===== config.mk =====
export PLATFORM = sky130hd
export DESIGN_NAME = humidity_temp_frame_decoder
export DESIGN_NICKNAME = d
export VERILOG_FILES = /design/src/hw/rtl/hfd_pkg.sv /design/src/hw/rtl/humidity_temp_frame_decoder.sv /design/src/hw/rtl/hfd_temp_store.sv /design/src/hw/rtl/hfd_conv.sv
export SDC_FILE = /design/constraint.sdc
export NUM_CORES = 1
export LEC_CHECK = 0
export BUFFER_PORTS_ARGS = -buffer_cell sky130_fd_sc_hd__buf_2
export CELL_PAD_IN_SITES_DETAIL_PLACEMENT = 0
export CELL_PAD_IN_SITES_GLOBAL_PLACEMENT = 2
export CORE_MARGIN = 5
export CORE_UTILIZATION = 45
export CTS_BUF_LIST = sky130_fd_sc_hd__clkbuf_16
export DETAILED_ROUTE_END_ITERATION = 12
export PLACE_DENSITY = 0.89
export SLEW_MARGIN = 20
export SYNTH_ARGS = -nofsm -noshare
export SYNTH_HDL_FRONTEND = slang
export SYNTH_SLANG_ARGS = --single-unit

===== constraint.sdc =====
create_clock -name clock -period 19.7 [get_ports clock]
set_clock_uncertainty 0.05 [all_clocks]
set_input_delay 0 -clock clock [delete_from_list [all_inputs] [get_ports clock]]
set_output_delay 0 -clock clock [all_outputs]
set_load 0.005 [all_outputs]

===== src/hw/rtl/hfd_pkg.sv =====
// Shared types, constants and the CRC-8 function of the humidity/temperature frame decoder.
package hfd_pkg;

   localparam int RawWidth   = 16;
   localparam int ValueWidth = 15;
   localparam int CompWidth  = 13;

   localparam logic [7:0] CrcPoly = 8'h31;

   // Conversion coefficients, 16-bit raw word scaled by 2^-16
   localparam logic [14:0] TempCoef  = 15'd17572;
   localparam logic [14:0] HumCoef   = 15'd12500;
   localparam logic signed [15:0] TempOffset = 16'sd4685;
   localparam logic signed [15:0] HumOffset  = 16'sd600;

   // Compensation: 15*(2500 - T) / 100, the division done by reciprocal 2^25/100 rounded up
   localparam logic signed [15:0] TempRef    = 16'sd2500;
   localparam int                 RecipShift = 25;
   localparam logic [18:0]        RecipHund  = 19'd335545;

   localparam logic KindTemp = 1'b0;
   localparam logic KindHum  = 1'b1;

   typedef struct packed {
      logic                         store;
      logic                         clear;
      logic signed [ValueWidth-1:0] temperature;
   } temp_upd_type;

   typedef struct packed {
      logic                        valid;
      logic signed [CompWidth-1:0] comp_term;
   } temp_info_type;

   function automatic logic [7:0] crc8_word(input logic [RawWidth-1:0] data);
      logic [7:0] crc;
      logic       fb;
      crc = 8'h00;
      for (int i = RawWidth - 1; i >= 0; i--) begin
         fb  = crc[7] ^ data[i];
         crc = {crc[6:0], 1'b0} ^ (fb ? CrcPoly : 8'h00);
      end
      return crc;
   endfunction

endpackage


===== src/hw/rtl/humidity_temp_frame_decoder.sv =====
// Top level of the humidity/temperature sensor frame decoder.
// Each transfer on the req_ side carries one sensor frame (two raw bytes and their CRC-8,
// polynomial 0x31, zero init) tagged temperature or humidity; each one yields exactly one
// transfer on the rsp_ side. Temperature comes out in 0.01 degC and, when its CRC holds,
// is kept for later humidity frames; a temperature frame with a bad CRC drops the stored
// value's valid flag. Humidity comes out in 0.01 %RH and is corrected by the stored
// temperature when one is valid. A bad CRC gives value 0 with crc_ok low. A frame passes
// the input register, then the result register, and the block takes one frame every cycle
// while rsp_tready does not hold the result register; the single conversion pass between
// the two registers also sees the temperature stored by the frame just ahead of it.
module humidity_temp_frame_decoder (
   input  logic        clock,
   input  logic        reset,
   input  logic        req_tvalid,
   output logic        req_tready,
   input  logic [23:0] req_tdata,   // [7:0] raw_high, [15:8] raw_low, [23:16] crc_byte
   input  logic        req_tuser,   // [0] is_humidity
   output logic        rsp_tvalid,
   input  logic        rsp_tready,
   output logic [15:0] rsp_tdata,   // [14:0] value (signed), [15] zero
   output logic [2:0]  rsp_tuser    // [0] crc_ok, [1] kind_out, [2] compensated
);
   import hfd_pkg::*;

   // Input register
   logic        in_vld_ff, in_vld_in;
   logic [23:0] in_data_ff, in_data_in;
   logic        in_kind_ff, in_kind_in;

   // Result register
   logic                         out_vld_ff, out_vld_in;
   logic signed [ValueWidth-1:0] out_value_ff, out_value_in;
   logic                         out_ok_ff, out_ok_in;
   logic                         out_kind_ff, out_kind_in;
   logic                         out_comp_ff, out_comp_in;

   logic advance;
   logic move;

   logic                         conv_ok;
   logic signed [ValueWidth-1:0] conv_value;
   logic                         conv_comp;
   temp_upd_type                 conv_upd;
   temp_upd_type                 store_upd;
   temp_info_type                temp_info;

   // Result register frees up when empty or when its transfer completes this cycle
   assign advance    = !out_vld_ff || rsp_tready;
   assign move       = in_vld_ff && advance;
   assign req_tready = !in_vld_ff || advance;

   always_comb begin
      in_vld_in  = in_vld_ff;
      in_data_in = in_data_ff;
      in_kind_in = in_kind_ff;
      if (req_tvalid && req_tready) begin
         // Take the next frame while the current one moves on
         in_vld_in  = 1'b1;
         in_data_in = req_tdata;
         in_kind_in = req_tuser;
      end else if (move) begin
         in_vld_in = 1'b0;
      end
   end

   hfd_conv u_conv (
      .kind        (in_kind_ff),
      .raw_high    (in_data_ff[7:0]),
      .raw_low     (in_data_ff[15:8]),
      .crc_byte    (in_data_ff[23:16]),
      .info        (temp_info),
      .crc_ok      (conv_ok),
      .value       (conv_value),
      .compensated (conv_comp),
      .upd         (conv_upd)
   );

   // Touch the stored temperature only when the frame really moves to the result register
   always_comb begin
      store_upd       = conv_upd;
      store_upd.store = conv_upd.store && move;
      store_upd.clear = conv_upd.clear && move;
   end

   hfd_temp_store u_temp_store (
      .clock (clock),
      .reset (reset),
      .upd   (store_upd),
      .info  (temp_info)
   );

   always_comb begin
      out_vld_in   = out_vld_ff;
      out_value_in = out_value_ff;
      out_ok_in    = out_ok_ff;
      out_kind_in  = out_kind_ff;
      out_comp_in  = out_comp_ff;
      if (move) begin
         out_vld_in   = 1'b1;
         out_value_in = conv_value;
         out_ok_in    = conv_ok;
         out_kind_in  = in_kind_ff;
         out_comp_in  = conv_comp;
      end else if (rsp_tready) begin
         out_vld_in = 1'b0;
      end
   end

   always_ff @(posedge clock) begin
      if (reset) begin
         in_vld_ff  <= 1'b0;
         out_vld_ff <= 1'b0;
      end else begin
         in_vld_ff  <= in_vld_in;
         out_vld_ff <= out_vld_in;
      end
   end

   // Payload registers, no reset
   always_ff @(posedge clock) begin
      in_data_ff   <= in_data_in;
      in_kind_ff   <= in_kind_in;
      out_value_ff <= out_value_in;
      out_ok_ff    <= out_ok_in;
      out_kind_ff  <= out_kind_in;
      out_comp_ff  <= out_comp_in;
   end

   assign rsp_tvalid = out_vld_ff;
   assign rsp_tdata  = {1'b0, out_value_ff};
   assign rsp_tuser  = {out_comp_ff, out_kind_ff, out_ok_ff};

   assert property (@(posedge clock) disable iff (reset)
      rsp_tvalid && (rsp_tuser[1] == KindTemp) |-> !rsp_tuser[2])
      else $error("temperature result marked compensated");
   assert property (@(posedge clock) disable iff (reset)
      rsp_tvalid && !rsp_tuser[0] |-> (rsp_tdata == '0) && !rsp_tuser[2])
      else $error("failed CRC result carries data");
   assert property (@(posedge clock) disable iff (reset)
      in_vld_ff && out_vld_ff && !rsp_tready |-> !req_tready)
      else $error("input accepted while both registers are held");

endmodule


===== src/hw/rtl/hfd_temp_store.sv =====
// Stored temperature, its valid flag and the humidity compensation term derived from it.
module hfd_temp_store (
   input  logic                  clock,
   input  logic                  reset,
   input  hfd_pkg::temp_upd_type upd,
   output hfd_pkg::temp_info_type info
);
   import hfd_pkg::*;

   logic signed [ValueWidth-1:0] last_temp_ff, last_temp_in;
   logic                         valid_ff, valid_in;

   logic signed [15:0] diff;
   logic signed [19:0] scaled;
   logic        [17:0] mag;
   logic        [36:0] prod;
   logic        [11:0] quot;

   always_comb begin
      last_temp_in = last_temp_ff;
      valid_in     = valid_ff;
      if (upd.store) begin
         last_temp_in = upd.temperature;
         valid_in     = 1'b1;
      end else if (upd.clear) begin
         valid_in = 1'b0;
      end
   end

   always_ff @(posedge clock) begin
      if (reset) begin
         last_temp_ff <= '0;
         valid_ff     <= 1'b0;
      end else begin
         last_temp_ff <= last_temp_in;
         valid_ff     <= valid_in;
      end
   end

   // 15*(2500 - T), then divide magnitude by 100 and restore the sign (truncate toward zero)
   always_comb begin
      diff   = TempRef - 16'(last_temp_ff);
      scaled = (20'(diff) <<< 4) - 20'(diff);
      mag    = scaled[19] ? 18'(-scaled) : 18'(scaled);
      prod   = 37'(mag) * 37'(RecipHund);
      quot   = prod[RecipShift +: 12];
      info.valid     = valid_ff;
      info.comp_term = scaled[19] ? -$signed({1'b0, quot}) : $signed({1'b0, quot});
   end

   assert property (@(posedge clock) disable iff (reset)
      upd.store |=> valid_ff && (last_temp_ff == $past(upd.temperature)))
      else $error("stored temperature not taken");
   assert property (@(posedge clock) disable iff (reset)
      upd.clear && !upd.store |=> !valid_ff)
      else $error("temperature valid flag not cleared");
   assert property (@(posedge clock) disable iff (reset)
      !upd.store && !upd.clear |=> $stable(last_temp_ff) && $stable(valid_ff))
      else $error("temperature store changed without update");

endmodule


===== src/hw/rtl/hfd_conv.sv =====
// Frame datapath: CRC check, raw-to-unit conversion and humidity compensation.
module hfd_conv (
   input  logic                                  kind,
   input  logic [7:0]                            raw_high,
   input  logic [7:0]                            raw_low,
   input  logic [7:0]                            crc_byte,
   input  hfd_pkg::temp_info_type                info,
   output logic                                  crc_ok,
   output logic signed [hfd_pkg::ValueWidth-1:0] value,
   output logic                                  compensated,
   output hfd_pkg::temp_upd_type                 upd
);
   import hfd_pkg::*;

   logic [RawWidth-1:0] raw;
   logic [14:0]         coef;
   logic [30:0]         prod;
   logic [14:0]         scaled;
   logic signed [15:0]  temp_val;
   logic signed [15:0]  hum_raw;
   logic signed [15:0]  hum_abs;
   logic signed [15:0]  hum_val;

   always_comb begin
      raw    = {raw_high, raw_low};
      crc_ok = (crc8_word(raw) == crc_byte);

      // One multiplier, coefficient picked by frame kind
      coef   = (kind == KindHum) ? HumCoef : TempCoef;
      prod   = 31'(raw) * 31'(coef);
      scaled = prod[30:16];

      temp_val = $signed({1'b0, scaled}) - TempOffset;
      hum_raw  = $signed({1'b0, scaled}) - HumOffset;
      hum_abs  = hum_raw[15] ? -hum_raw : hum_raw;
      hum_val  = info.valid ? hum_abs - 16'(info.comp_term) : hum_abs;

      value       = '0;
      compensated = 1'b0;
      upd.store       = 1'b0;
      upd.clear       = 1'b0;
      upd.temperature = temp_val[ValueWidth-1:0];

      if (kind == KindTemp) begin
         upd.store = crc_ok;
         upd.clear = !crc_ok;
         if (crc_ok) begin
            value = temp_val[ValueWidth-1:0];
         end
      end else if (crc_ok) begin
         value       = hum_val[ValueWidth-1:0];
         compensated = info.valid;
      end
   end

endmodule


* Yosys cells after proc, flatten, opt, wreduce, memory -nomap -nowiden *
Index checks and enable logic that the tools add are counted.

word-level totals
  input port bits = 29
  output and inout port bits = 21
  bits in registers = 61

operators by class
  muxes and demuxes = 31
  $add $sub $neg = 8
  reduce and logical (&&, ||, !) cells = 13
  equal/unequal tests = 1
  bitwise gates (word level) = 30
  multipliers = 2

operators with widths
  operator                  count
  $xor A8 B8 Y8             15
  $mux W6                   16
  $mux W15                  6
  $mul A18 B19 Y37 const B  1
  $mul A16 B15 Y31          1
  $sub A20 B16 Y20          1
  $mux W18                  1
  $neg A18 Y18              1
  $sub A13 B15 Y16 const A  1
  $sub A15 B10 Y16 const B  1
  $neg A15 Y15              1
  $sub A15 B13 Y15          1
  $sub A15 B13 Y15 const B  1
  $xor A1 B1 Y1             14
  $mux W13                  1
  $neg A12 Y13              1
  $eq A8 B8 Y1              1
  $mux W1                   6
  $reduce_bool A2 Y1        3
  $logic_and A1 B1 Y1       4
  $logic_not A1 Y1          3
  $logic_or A1 B1 Y1        2
  $mux W2                   1
  $reduce_and A2 Y1         1
  $xor A1 B1 Y1 const A     1

* Depth between registers and ports, before layout *
  word-level depth = 51
  gate-level depth with buffers = 63

* Hierarchy *
From an unflattened synthesis, not the netlist that was laid out.

second synthesis, totals
  cells, all modules = 1987
  area, all modules = 17605.6 µm²

modules (own cells, without submodules)
  module                       seq. area each (µm²)  cells an instance  area an instance (µm²)  times used
  hfd_temp_store               320.3                 1058               8959.8                  1
  hfd_conv                     0.0                   869                7205.7                  1
  humidity_temp_frame_decoder  1331.3                60                 1440.1                  1

* Worst setup path after synthesis *
No wires, ideal clock.

  path kind = flip-flop to flip-flop
  from = reg u_temp_store.last_temp_ff[0]
  to = reg out_value_ff[14], data pin
  cell stages (with the launch flop) = 58
  path buffers = 2
  setup slack = 7.082 ns
  arrival = 12.308 ns
  setup time = 0.260 ns
  data required time = 19.390 ns
  path through = dfxtp_1 > buf_2 > inv_1 > ha_1 > nand2b_1 > nand2_1 > a21oi_1 > nand2b_1 > nand2_1 > nand2_1 > xor2_1 > inv_1 > ha_1 > and2_1 > nand3_1 > a32oi_1 > a21oi_1 > o21ai_4 > [... 22 more ...] > a21o_1 > a31oi_1 > xnor2_1 > o31ai_1 > xor2_1 > ha_1 > o21ai_0 > o21bai_1 > a21oi_1 > o21bai_1 > a211oi_1 > o21ai_0 > o211ai_1 > o21ai_0 > nor2_1 > mux2_2 > a221o_1 > mux2_2

on the way
  word-level cells in the longest chain between the ends = 11

ends and longest elaborated chain
  what                      line                                source
  start, declared           hfd_temp_store.sv:10                logic signed [ValueWidth-1:0] last_temp_ff, last_temp_in;
  start signal, assigned    hfd_temp_store.sv:35                last_temp_ff <= last_temp_in;
  $sub A13 B15 Y16 *        hfd_temp_store.sv:42                diff = TempRef - 16'(last_temp_ff);
  $sub A20 B16 Y20 *        hfd_temp_store.sv:43                scaled = (20'(diff) <<< 4) - 20'(diff);
  $neg A18 Y18              hfd_temp_store.sv:44                mag = scaled[19] ? 18'(-scaled) : 18'(scaled);
  $mux W18                  hfd_temp_store.sv:44
  $mul A18 B19 Y37          hfd_temp_store.sv:45                prod = 37'(mag) * 37'(RecipHund);
  $neg A12 Y13              hfd_temp_store.sv:48                info.comp_term = scaled[19] ? -$signed({1'b0, quot}) : $signed({1'b0, quot});
  $mux W13 *                hfd_temp_store.sv:48
  $sub A15 B13 Y15 *        hfd_conv.sv:36                      hum_val = info.valid ? hum_abs - 16'(info.comp_term) : hum_abs;
  $mux W15 *                hfd_conv.sv:36
  $mux W15 *                hfd_conv.sv:50                      end else if (crc_ok) begin
  $mux W15 *                hfd_conv.sv:44                      if (kind == KindTemp) begin
  named net conv_value[14]  humidity_temp_frame_decoder.sv:41   logic signed [ValueWidth-1:0] conv_value;
  end signal, assigned      humidity_temp_frame_decoder.sv:123  out_value_ff <= out_value_in;
  end, declared             humidity_temp_frame_decoder.sv:32   logic signed [ValueWidth-1:0] out_value_ff, out_value_in;

The timed path passes the listed nets; every way through them passes the cells marked *.
A chain may end at the register's enable or synchronous reset.

* Final worst setup path *
Ends and elaborated chain as after synthesis.

==> run metrics <==
EDFF count, synth 43; H-tree Lvls 3; routed vias 13100; crit end category flop; antenna-violating nets left 0; drt first-iter violations 760; global route total overflow 0; count leader, synth inv_1; CP top delay family adder cells; GP Congestion 0.915; share of cells above drive strength 1 0.0686; Rows 71; CP Data Arrival Time 14770 ps; Slew HR 0.286; crit path buf inv count 11; Yosys top cell area share 0.226; worst r2r dst out_value_ff[14]; Seq cells post-synth 61; fmax 67.9 MHz; Max stage delay on crit path 780 ps; DP HPWL 38200 µm; initial antenna violation count 0; register area share after synthesis 0.0963; area leader, netlist fa_1; Final Critical Period 14720 ps; slowest CP cell dfxtp_1; Worst Hold Path Cells 2; Worst Hold Path EP rsp_tvalid; Post-Route WL 43900 µm; Via density 5.24; CTS Buf Count 9; Distinct cells, synth 96; vias in the first global route 13600; Pre-antenna DRT Iters 6; asr flop ratio synth 0; Worst Max-Slew Pin Slew 1060 ps; Sum Neg Setup Slack 0 ps; Mapped Area 0.0172 mm²; Nets 2525; Post-CTS Setup Inserts 0; WS Path Type flop to flop; Max Cap Viol 0; GRT met1 Usage 0.304; area grow syn2layout 7.75%; port buffer count 48; setup violators final 0; YS warnings 0; Mean Syn Cell Area 8.81 µm²; met2 Track Usage GR 0.364; die width 205 µm; Max Slew Vio Count 0; fin crit share 0.747; Clock Tree Root clkbuf_16; Hold Path Origin reset; GRT busiest layer met2; Die Area 0.0421 mm²; GRT Util Overall 0.214; Synth Flop Type edfxtp_1; Post-synth top cells inv_1, ha_1, fa_1; chip height 205 µm; clock sink count 61; final hold violation count 0; CTS Hold Bufs 28; peak fanout along the critical path 16; Crit path top cell by count inv_1; CP startpoint kind flop; Reg2Reg Setup Slack 4980 ps; Worst R2R Start u_temp_store.last_temp_ff[0]; CP required 19750 ps; Initial Utilization 0.455; Mapped Cells 1948; top cells by area, synth fa_1, ha_1, inv_1; I/O pins 50; grt met3 use 0.0194; Hold Crit Class primary input to flop; CTS max path bufs 2; Worst-Skew Late Latency 340 ps; number of diodes 0; Core ar. 0.0377 mm²; RSZ-0062 raised after global routing no; largest net degree at the start of global routing 31; CTS tree yes; post_cts resized 0; clock slew at reported path FFs 60 ps; R2R depth 55; first-pass GRT wire length 71900 µm; Residual DRC 0; drt wl/cell 17.5 µm; Fillers 3714; outcome finished, final reports clean
metrics by stage:
| step | setup slack, ps | hold slack, ps | utilization | instance area [µm²] | instances |
|---|---|---|---|---|---|
| floorplan | 7080 | 48.9 | - | 17200 | 1963 |
| finish | 4980 | 13.8 | 0.491 | 18500 | 2509 |
| detailed placement | 5040 | 128 | 0.475 | 17900 | 2465 |
| global route | 3770 | 27.1 | 0.491 | 18500 | 2509 |
| global placement | 5330 | 128 | 0.475 | 17900 | 2465 |
| CTS | 4980 | 14.4 | 0.491 | 18500 | 2509 |
sequential cells by signal (all words and copies together), names as in the netlist:
register / cells
rsp_tvalid: 1
in_kind_ff: 1
in_vld_ff: 1
u_temp_store.valid_ff: 1
u_temp_store.last_temp_ff: 15
out_kind_ff: 1
in_data_ff: 24
out_value_ff: 15
out_ok_ff: 1
out_comp_ff: 1
worst max path at each step:
stage	from	endpoint	slack (ps)	cells past startpoint
finish	u_temp_store.last_temp_ff[0]	out_value_ff[14]	4980	55
floorplan	u_temp_store.last_temp_ff[0]	out_value_ff[14]	7080	57
detailed placement	u_temp_store.last_temp_ff[0]	out_value_ff[14]	5040	55
CTS	u_temp_store.last_temp_ff[0]	out_value_ff[14]	4980	55
global route	u_temp_store.last_temp_ff[0]	out_value_ff[14]	3770	55
global placement	u_temp_store.last_temp_ff[0]	out_value_ff[14]	5330	55
layout make-up:
| type | count | area (µm²) | area share |
|---|---|---|---|
| multi-input cells | 1467 | 13900 | 0.752 |
| flip-flops and latches | 61 | 1650 | 0.0894 |
| inverters | 368 | 1380 | 0.0747 |
| well taps | 511 | 639 | 0.0346 |
| repair buffers | 86 | 596 | 0.0322 |
| clock buffers | 9 | 225 | 0.0122 |
| clock inverters | 7 | 91.3 | 0.00494 |
cells by family (layout without fill, tap and decap cells):
group                      count (synthesis)  in the layout  share of synthesized area
AOI/OAI and AO/OA                        361            361                      0.140
xor gates and xnor gates                 157            157                     0.0815
adders and majority gates                503            503                      0.452
buffers and inverters                    435            470                     0.0971
DFF                                       61             61                     0.0963
muxes                                     20             20                     0.0120
other                                      2             17                   0.000438
and+or+nand+nor                          409            409                      0.121
metal layers:
| layer | vias up | part of all wire |
|---|---|---|
| li1 | 6590 | - |
| met1 | 6339 | 0.49 |
| met2 | 180 | 0.47 |
| met3 | 33 | 0.026 |
| met4 | 0 | 0.012 |
| met5 | - | 0 |
cell usage in the layout, fill, tap and decap left out, drive strengths merged, types with 17 or more instances in the layout:
cell	Yosys	final
edfxtp	43	43
and2	21	21
xor2	49	49
fa	194	194
nor2	117	117
nor3	25	25
a31oi	24	24
nand3	25	25
nor2b	18	18
dlygate4sd3	0	28
inv	368	369
or3	18	18
a211oi	25	25
nand2	94	94
a21oi	98	98
a21o	35	35
o21ai	68	68
conb	2	17
or2	26	26
buf	20	58
dfxtp	18	18
xnor2	108	108
ha	309	309
Power is not shown: default switching activity piles up to over one toggle a cycle in this logic, so the estimate is an artifact.
